File: src/rtl/core/tfn_pkg.sv
// ----------------------------------------------------------------------------
// tfn_pkg: shared types and constants for the tet face normal scaling unit
// Fixed-point formats, face codes and the beat layouts that travel along
// the square-root and divider cell chains.
// ----------------------------------------------------------------------------
package tfn_pkg;

   localparam int FRAC_BITS = 20;
   localparam int UNIT_FRAC = 30;
   localparam int MAG_W     = 34;
   localparam int SQ_STEPS  = 32;
   localparam int DIV_STEPS = 32;
   localparam int LANES     = 4;

   localparam logic [1:0] FACE_T   = 2'd0;
   localparam logic [1:0] FACE_S   = 2'd1;
   localparam logic [1:0] FACE_RST = 2'd2;
   localparam logic [1:0] FACE_R   = 2'd3;

   // digit-by-digit square root working set
   typedef struct packed {
      logic [33:0] rem;
      logic [31:0] root;
      logic [63:0] rad;
   } sq_type;

   // data riding alongside the square root
   typedef struct packed {
      logic [2:0][MAG_W-1:0] mag;
      logic [2:0]            neg;
      logic [1:0]            k;
      logic [31:0]           jac;
   } sq_side_type;

   // one restoring-division lane: remainder, divisor, dividend/quotient
   typedef struct packed {
      logic [MAG_W-1:0] rem;
      logic [MAG_W-1:0] dvs;
      logic [31:0]      lo;
   } dv_lane_type;

   typedef dv_lane_type [LANES-1:0] dv_lanes_type;

   // data riding alongside the dividers
   typedef struct packed {
      logic [2:0]  neg;
      logic        jpos;
      logic        inv_ovf;
      logic        degen;
      logic [64:0] prod;
   } dv_side_type;

endpackage

File: src/rtl/core/tfn_sqrt_cell.sv
// ----------------------------------------------------------------------------
// tfn_sqrt_cell: one step of the pipelined integer square root
// Brings down two radicand bits, tries the next root bit, registers the beat.
// ----------------------------------------------------------------------------
module tfn_sqrt_cell import tfn_pkg::*; (
   input  logic        clock,
   input  logic        reset,
   input  logic        en,
   input  logic        in_valid,
   input  sq_type      in_data,
   input  sq_side_type in_side,
   output logic        out_valid,
   output sq_type      out_data,
   output sq_side_type out_side
);

   logic        valid_ff;
   sq_type      data_ff, data_in;
   sq_side_type side_ff;
   logic [35:0] rem2;
   logic [35:0] trial;
   logic        ge;

   always_comb begin
      rem2  = {in_data.rem, in_data.rad[63:62]};
      trial = {2'b00, in_data.root, 2'b01};
      ge    = rem2 >= trial;
      data_in.rad  = {in_data.rad[61:0], 2'b00};
      data_in.root = {in_data.root[30:0], ge};
      data_in.rem  = ge ? 34'(rem2 - trial) : rem2[33:0];
   end

   always_ff @(posedge clock) begin
      if (reset) begin
         valid_ff <= 1'b0;
      end else if (en) begin
         valid_ff <= in_valid;
      end
      if (en) begin
         data_ff <= data_in;
         side_ff <= in_side;
      end
   end

   assign out_valid = valid_ff;
   assign out_data  = data_ff;
   assign out_side  = side_ff;

endmodule

File: config.mk
export PLATFORM = sky130hd
export DESIGN_NAME = tfn_sqrt_cell
export DESIGN_NICKNAME = d
export VERILOG_FILES = /design/src/rtl/core/tfn_pkg.sv /design/src/rtl/core/tfn_sqrt_cell.sv
export SDC_FILE = /design/constraint.sdc
export NUM_CORES = 1
export LEC_CHECK = 0
export BUFFER_PORTS_ARGS = -buffer_cell sky130_fd_sc_hd__buf_2
export CAP_MARGIN = 10
export CORE_AREA = 2 2 211 213
export DETAILED_ROUTE_END_ITERATION = 8
export DIE_AREA = 0 0 213 215
export RECOVER_POWER = 100
export SLEW_MARGIN = 20
export SYNTH_ARGS = -nofsm -noshare
export SYNTH_HDL_FRONTEND = slang
export SYNTH_SLANG_ARGS = --single-unit
File: constraint.sdc
create_clock -name clock -period 6.1 [get_ports clock]
set_input_delay 1.22 -clock clock [delete_from_list [all_inputs] [get_ports clock]]
set_output_delay 1.22 -clock clock [all_outputs]
set_load 0.02 [all_outputs]
==> metrics.txt <==
status=finished, violations left; failing checks=capacitance limit, slew limit; WL/cell=21.16 µm; Worst Setup End Kind=register; minimum clock period=4478 ps; Final ANT Viol Nets=0; number of global-route vias before repair=7791; die area=45800 µm²; drt drc=0; register area=8038 µm²; Max-cap violations=2; CP Max Fanout=72; type of element launching the critical path=input port; Yosys top cell area share=76.89%; Highest Signal Layer=met5; dominant cell type by area after synthesis=edfxtp_1; top cells by area, synth=edfxtp_1 (77%), ha_1 (4.1%), nand2_1 (1.7%), a21o_1 (1.5%), o21ai_1 (1.5%); Buffers on Ports=540; CP required=6140 ps; RSZ-0062 raised after global routing=no; hold endpoint=out_valid; Seq cells post-synth=268; TritonCTS clock tree=done; CP bufs+invs=2; Routed WL=38.72 mm; Multi-input gate area=2165 µm²; drt pass-1 iters=7; TNS Setup=0 ps; CTS buffer count=35; CTS Buffer Depth=3; DR WL met3=3.862 mm; EDFF count, synth=267; total power=0.005098 W; routability congestion estimate=0.8622; peak per-stage delay on the critical path=2780 ps; FF-to-FF Start=out_valid; share of cells above drive strength 1=25.22%; hold crit path type=reg2reg; initial antenna violation count=17; Cells after Synth=636; worst-path cell chain=buf_8 -> clkbuf_1; static leakage=5.686 nW; slowest CP cell=clkbuf_1; most frequent cells in the layout=clkbuf_1 (297), edfxtp_1 (267), buf_2 (247); asr flop ratio synth=0%; Avg Cell Area, Syn=16.40 µm²; global-route wire length before repair=52.84 mm; hold buffer count at CTS=0; Detail Placement HPWL=30.71 mm; Die W=213 µm; Tcrit/Tclk final=73.42%; fill count=4501; most common cell after layout, fill and taps aside=clkbuf_1; synth unique cells=58; post-synthesis sequential area ratio=77.08%; nets=1510; die height=215 µm; Congestion Overflow GR=0; largest net degree at the start of global routing=129; Area Growth Syn to Fin=40.36%; r2r setup slk=5470 ps; initial core utilization=23.89%; Cell Area, Synth=10430 µm²; post-CTS setup buffers=0; Met1 Routed Length=13.80 mm; fin. max-slew vios=202; CTS Sinks=268; via count=7819; Fin. Hold Viols=0; Worst Path Class, Setup=in2reg; CP top delay family=buffers and inverters; Root Driver=clkbuf_16; H-tree levels=2; cts repair resizes=0; vias per cell=4.273; Most used DFF post-synth=edfxtp_1; Worst VDD drop=0.2465 mV; row cnt=77; final-report setup violation count=0; clk slew on worst S/H paths=60 ps; pwr/cell area=348.3 nW/µm²; Max Clk Rate=223.3 MHz; synth warn=0; metal2 WL=19.51 mm; beginning of the worst hold path=out_valid; Ports=543; worst endpoint data arrival time=4520 ps; core area=43640 µm²; gr usage total=16.12%; FF-to-FF path depth=2; Post-Route Skew=0 ps; Slew headroom=-161.7%; Critical R2R Capture=out_valid; slew at the pin closest to its max-slew limit=3926 ps; initial drt markers=480; Clock Latency Late Sink=540 ps; Hold Crit Depth=2
## worst reg2reg max path, delay by kind of cell, from the launching register on
family | cells | cell delay [ps]
flops | 1 | 330
mux | 1 | 70
simple gates | 1 | 160
## metrics by stage
stage,hold slack (ps),setup WS (ps),util (%),cell area [µm²],std cells
after CTS,502.9,2172,34.37,15000,1821
after floorplan,578.8,2498,-,10430,637
final,502.1,1622,33.54,14640,1830
after global placement,478.1,1668,31.73,13850,1758
after global routing,567.5,1260,33.50,14620,1824
after detailed placement,485.2,1629,31.73,13850,1758
## state kept, by name (all words and copies together) (netlist names)
name and flops:
out_data 128, out_side 139, out_valid 1
## Yosys cell counts, types with 6 or more instances
cell type,count
nand2b_1,6
o21ai_1,31
ha_1,34
nor2_1,15
edfxtp_1,267
o21ai_0,12
nor3_1,8
a21oi_1,26
and2_1,6
xnor2_1,12
nand2_1,48
and3_1,9
buf_2,6
nand4_1,7
inv_1,41
xor2_1,16
a21o_1,21
## metal layers
layer	up-vias	GRT usage, %
met2	357	28.32
met4	14	7.133
met1	3788	16.99
met5	-	0
li1	3576	-
met3	84	6.152
## cell families (layout without fill, tap and decap cells)
| group | after synthesis | in the layout | synth area share (%) |
|---|---|---|---|
| AOI/OAI and AO/OA | 129 | 129 | 8.280 |
| DFF | 268 | 268 | 77.08 |
| other | 1 | 11 | 0.03596 |
| muxes | 7 | 7 | 0.7079 |
| xor gates and xnor gates | 28 | 28 | 2.352 |
| and+or+nand+nor | 113 | 113 | 5.268 |
| buffers and inverters | 56 | 648 | 2.196 |
| adders and majority gates | 34 | 34 | 4.080 |
## worst max path at each step
stage | from | endpoint | slack, ps | cells after the start
CTS | in_data[71] | out_data[108] | 2170 | 10
global placement | in_data[71] | out_data[105] | 1670 | 10
detailed placement | in_data[71] | out_data[108] | 1630 | 10
finish | en | out_data[117] | 1620 | 2
global route | en | out_data[121] | 1260 | 2
floorplan | in_data[91] | out_data[99] | 2500 | 10
## report_power, final
group          leakage, nW  internal [W]  total [W]  switching [W]
sequential            2.62       0.00223    0.00227      0.0000470
combinational         2.52      0.000225   0.000759       0.000534
clock                0.547       0.00123    0.00206       0.000829
## layout make-up
| cell class | instances | share of cell area, % |
|---|---|---|
| Antenna cell | 9 | 0.1539 |
| Timing Repair Buffer | 543 | 16.15 |
| Tap cell | 592 | 5.061 |
| Multi-Input combinational cell | 313 | 14.79 |
| Inverter | 42 | 1.077 |
| Sequential cell | 268 | 54.92 |
| Clock inverter | 24 | 1.770 |
| Clock buffer | 39 | 6.087 |
No activity file was read; power rests on OpenSTA's default activity.
