**src/rtl/core/tfn_pkg.sv**
```systemverilog
// ----------------------------------------------------------------------------
// tfn_pkg: shared types and constants for the tet face normal scaling unit
// Fixed-point formats, face codes and the beat layouts that travel along
// the square-root and divider cell chains.
// ----------------------------------------------------------------------------
package tfn_pkg;

   localparam int FRAC_BITS = 20;
   localparam int UNIT_FRAC = 30;
   localparam int MAG_W     = 34;
   localparam int SQ_STEPS  = 32;
   localparam int DIV_STEPS = 32;
   localparam int LANES     = 4;

   localparam logic [1:0] FACE_T   = 2'd0;
   localparam logic [1:0] FACE_S   = 2'd1;
   localparam logic [1:0] FACE_RST = 2'd2;
   localparam logic [1:0] FACE_R   = 2'd3;

   // digit-by-digit square root working set
   typedef struct packed {
      logic [33:0] rem;
      logic [31:0] root;
      logic [63:0] rad;
   } sq_type;

   // data riding alongside the square root
   typedef struct packed {
      logic [2:0][MAG_W-1:0] mag;
      logic [2:0]            neg;
      logic [1:0]            k;
      logic [31:0]           jac;
   } sq_side_type;

   // one restoring-division lane: remainder, divisor, dividend/quotient
   typedef struct packed {
      logic [MAG_W-1:0] rem;
      logic [MAG_W-1:0] dvs;
      logic [31:0]      lo;
   } dv_lane_type;

   typedef dv_lane_type [LANES-1:0] dv_lanes_type;

   // data riding alongside the dividers
   typedef struct packed {
      logic [2:0]  neg;
      logic        jpos;
      logic        inv_ovf;
      logic        degen;
      logic [64:0] prod;
   } dv_side_type;

endpackage

```
**src/rtl/core/tfn_div_cell.sv**
```systemverilog
// ----------------------------------------------------------------------------
// tfn_div_cell: one quotient bit of four restoring dividers in parallel
// Each lane shifts in a dividend bit, subtracts when it fits, registers.
// ----------------------------------------------------------------------------
module tfn_div_cell import tfn_pkg::*; (
   input  logic         clock,
   input  logic         reset,
   input  logic         en,
   input  logic         in_valid,
   input  dv_lanes_type in_data,
   input  dv_side_type  in_side,
   output logic         out_valid,
   output dv_lanes_type out_data,
   output dv_side_type  out_side
);

   logic         valid_ff;
   dv_lanes_type data_ff, data_in;
   dv_side_type  side_ff;
   logic [LANES-1:0][MAG_W:0] rem2;
   logic [LANES-1:0]          ge;

   always_comb begin
      for (int i = 0; i < LANES; i++) begin
         rem2[i] = {in_data[i].rem, in_data[i].lo[31]};
         ge[i]   = rem2[i] >= {1'b0, in_data[i].dvs};
         data_in[i].dvs = in_data[i].dvs;
         data_in[i].lo  = {in_data[i].lo[30:0], ge[i]};
         data_in[i].rem = ge[i] ? MAG_W'(rem2[i] - {1'b0, in_data[i].dvs})
                                : rem2[i][MAG_W-1:0];
      end
   end

   always_ff @(posedge clock) begin
      if (reset) begin
         valid_ff <= 1'b0;
      end else if (en) begin
         valid_ff <= in_valid;
      end
      if (en) begin
         data_ff <= data_in;
         side_ff <= in_side;
      end
   end

   assign out_valid = valid_ff;
   assign out_data  = data_ff;
   assign out_side  = side_ff;

endmodule

```
**config.mk**
```make
export PLATFORM = sky130hd
export DESIGN_NAME = tfn_div_cell
export DESIGN_NICKNAME = d
export VERILOG_FILES = /design/src/rtl/core/tfn_pkg.sv /design/src/rtl/core/tfn_div_cell.sv
export SDC_FILE = /design/constraint.sdc
export NUM_CORES = 1
export LEC_CHECK = 0
export BUFFER_PORTS_ARGS = -buffer_cell sky130_fd_sc_hd__buf_2
export CAP_MARGIN = 5
export CORE_AREA = 2 2 370 372
export CTS_BUF_LIST = sky130_fd_sc_hd__clkbuf_4
export DETAILED_ROUTE_END_ITERATION = 8
export DIE_AREA = 0 0 372 374
export PLACE_DENSITY_LB_ADDON = 0.25
export SKIP_LAST_GASP = 1
export SLEW_MARGIN = 20
export SYNTH_ARGS = -nofsm -noshare
export SYNTH_HDL_FRONTEND = slang
export SYNTH_SLANG_ARGS = --single-unit
export TNS_END_PERCENT = 100
```
**constraint.sdc**
```tcl
create_clock -name clock -period 3.1 [get_ports clock]
set_input_delay 0.31 -clock clock [delete_from_list [all_inputs] [get_ports clock]]
set_output_delay 0.31 -clock clock [all_outputs]
set_load 0.02 [all_outputs]
```
==> flow_summary.toml <==
[outcome]
run_status = "finished with violations"
violations = "negative setup slack"

[yosys]
netlist_instances = 1831
ys_warn_count = 0
yosys-top-cells-area = "edfxtp_1 60%, ha_1 7.2%, a21oi_1 3.4%, inv_1 2.7%, xnor2_1 2.6%"
synth-edff-count = 471
synth_xor_area_share_pct = 4.29
synthMuxAreaShare_pct = 4.38
ys_top_cells_by_count = "471 x edfxtp_1, 169 x inv_1, 158 x a21oi_1"
yosys.cell_types.count = 75
async_reset_ff_share_pct = 0
synth_seq_area_share_pct = 60.3
syn_nets = 2446
synth_top_area_cell = "edfxtp_1"
synthAdderAreaFrac_pct = 7.58
synthesis.area_um2 = 23500
yosys.cell_count.top_type = "edfxtp_1"
synth_top_flop_cell = "edfxtp_1"
synth.ff_latch_count = 472
synth-compound-area-share_pct = 12.8
synth_top_family_by_area = "compound AO/OA/AOI/OAI gates"
synth-simple-area-share_pct = 6.95
yosysTopAreaCellShare_pct = 60.2
avgSynthCellArea_um2 = 12.8

[clock_tree]
cts.sinks = 472
cts_buffer_depth = 3
cts_root_buf = "clkbuf_4"
numCtsBuffers = 143
htree_num_levels = 4
path_clk_slew_ns = 0.07
cts_tree = "done"
clock_latency_ns = 1.04

[finish]
drive_gt1_share_pct = 38.0
nets = 4750
nFillCells = 13700
area_growth_pct = 89.9
final_cell_area_um2 = 44600
final_util_pct = 33.1

[flow_run]
drv_cap = 0

[worst_hold_path]
hold_class = "input pin to register"
hold_end = "out_data[343]$_DFFE_PP_"
min-delay-start = "in_data[343]"
holdPathStages = 2

[global_routing]
grt_max_degree = 65
grtUsageTotal_pct = 15.0
grt_overflow = 0
antenna_found_initial = 22
grt_pass1_vias = 25700
grt_first_pass_wirelength_um = 156000

[worst_setup_path]
reg2reg_slack_ns = 1.95
worstPathMaxFanout = 11
path_cells = "dlygate4sd3_1 -> buf_2 -> ha_1 -> buf_4 -> nor2b_4 -> o2111ai_2 -> a21oi_2 -> o21ba_4 -> a2111o_1 -> nand2_2 -> o311ai_4 -> buf_6 -> clkbuf_16 -> mux2_2 -> dlygate4sd3_1"
cp-end-kind = "register"
slowest_delay_ns = 0.59
worstRegToRegCells = 3
critPathLaunch = "in_data[132]"
worstPathArrival_ns = 4.02
crit_slowest_cell = "dlygate4sd3_1"
required_ns = 3.93
cp_common_cell = "dlygate4sd3_1"
r2r-end = "out_valid$_SDFFE_PP0P_"
r2r_start = "out_valid$_SDFFE_PP0P_"
critical_path_class = "input pin to register"
worst_setup_path_start_kind = "input pin"

[timing]
maxSlewViolCount = 0
min_period_over_period_pct = 103
finalSetupViolCount = 30
final.setup.worst_slack_ns = -0.0923
slew_headroom_pct = 50.0
hold_viol_final = 0
max_freq_mhz = 313
rsz0062_at_grt = "false"
fin_skew_ns = 0
tightest_slew_ns = 0.743
holdWs_ns = 0.112
period_minus_slack_ns = 3.19

[route]
first_iter_violations = 1001
finalWirelength_um = 110000
route.detailed.drc = 0
wl_per_cell_um = 18.2
vias_per_cell = 3.97
antenna_left = 0
drtPass1Iterations = 5
vias = 24000

[pwr]
ir_drop_v = 0.000373
power_leakage_nw = 19.8
p_per_area_nw_per_um2 = 460

[die]
core-area_um2 = 135000
core.rowCount = 135
initial_core_util_pct = 17.4
die_h_um = 374
die_x_um = 372
pin_count = 947
die_area_um2 = 139000

[placement]
place.gp.congestion = 0.817
io_buffers = 946
pre_cts_slack_ns = -0.316
placed_area_um2 = 32500
dpl.hpwl_um = 82100
kinds of logic after synthesis:
kind of cell,Yosys count
AOI/OAI and AO/OA,467
xor gates and xnor gates,115
adders and majority gates,140
buffers and inverters,213
DFF,472
muxes,82
and+or+nand+nor,342
area by class of cell:
class	count	area, um2	area share, %
sequential	472	14200	31.7
clock buffer	202	1520	3.40
tap	1781	2230	4.99
antenna	18	45.0	0.101
timing repair buffer	2200	16900	37.8
clock inverter	41	280	0.628
multi-input combinational	1147	8870	19.9
inverter	171	652	1.46
layer usage:
layer  vias to the layer above  part of all wire, %  track usage (%)
li1                      11500                    -                -
met1                     11400                   40             16.7
met2                       807                   50             26.3
met3                       194                  7.1             4.73
met4                         6                  3.3             5.71
met5                         -                0.039                0
placed cells by master, fill, tap and decap left out, types with 70 or more instances in the layout:
master         count
dlygate4sd3_1    970
buf_2            926
edfxtp_1         471
buf_4            279
clkbuf_4         202
inv_1            161
a21oi_1          149
ha_1             119
nand2_1          106
o21ai_0           93
nor2_1            78
xnor2_1           70
power breakdown:
group / internal [mW] / switching (mW) / leakage [nW]
Sequential: 7.82 / 0.230 / 4.62
Clock: 3.20 / 3.10 / 1.06
Combinational: 2.99 / 3.18 / 14.1
Total: 14.0 / 6.51 / 19.8
through the flow:
| stage | total power [mW] | instances | TNS [ns] |
|---|---|---|---|
| floorplan | 10.7 | 1831 | 0 |
| global placement | 13.1 | 4790 | -15.45 |
| detailed placement | 13.1 | 4790 | -18.59 |
| CTS | 20.7 | 6010 | 0 |
| global route | 21.6 | 6027 | 0 |
| finish | 20.5 | 6032 | -1.94 |
how the worst max path moves through the flow:
| stage | cells past startpoint | endpoint |
|---|---|---|
| 3_3_place_gp | 14 | out_data[386]$_DFFE_PP_ |
| 2_1_floorplan | 13 | out_data[368]$_DFFE_PP_ |
| 3_5_place_dp | 14 | out_data[386]$_DFFE_PP_ |
| 4_1_cts | 16 | out_data[383]$_DFFE_PP_ |
| 6_report | 15 | out_data[186]$_DFFE_PP_ |
| 5_1_grt | 16 | out_data[383]$_DFFE_PP_ |
critical path: cells and delay by family:
kind	cells	cell delay [ns]
AOI/OAI and AO/OA	5	1.13
adders and majority gates	1	0.20
buffers and inverters	6	1.82
muxes	1	0.33
and+or+nand+nor	2	0.22
sequential cells by signal (all words and copies together), names as in the netlist:
name,flops
out_data,400
out_side,71
out_valid,1
what timing repair did:
item,4_1_cts,5_1_grt
hold endpoints to repair,868,1
endpoints found under the setup margin,0,66
hold buffers,977,1
setup buffers,0,17
resized for setup,0,88
(Power assumes the default switching activity.)
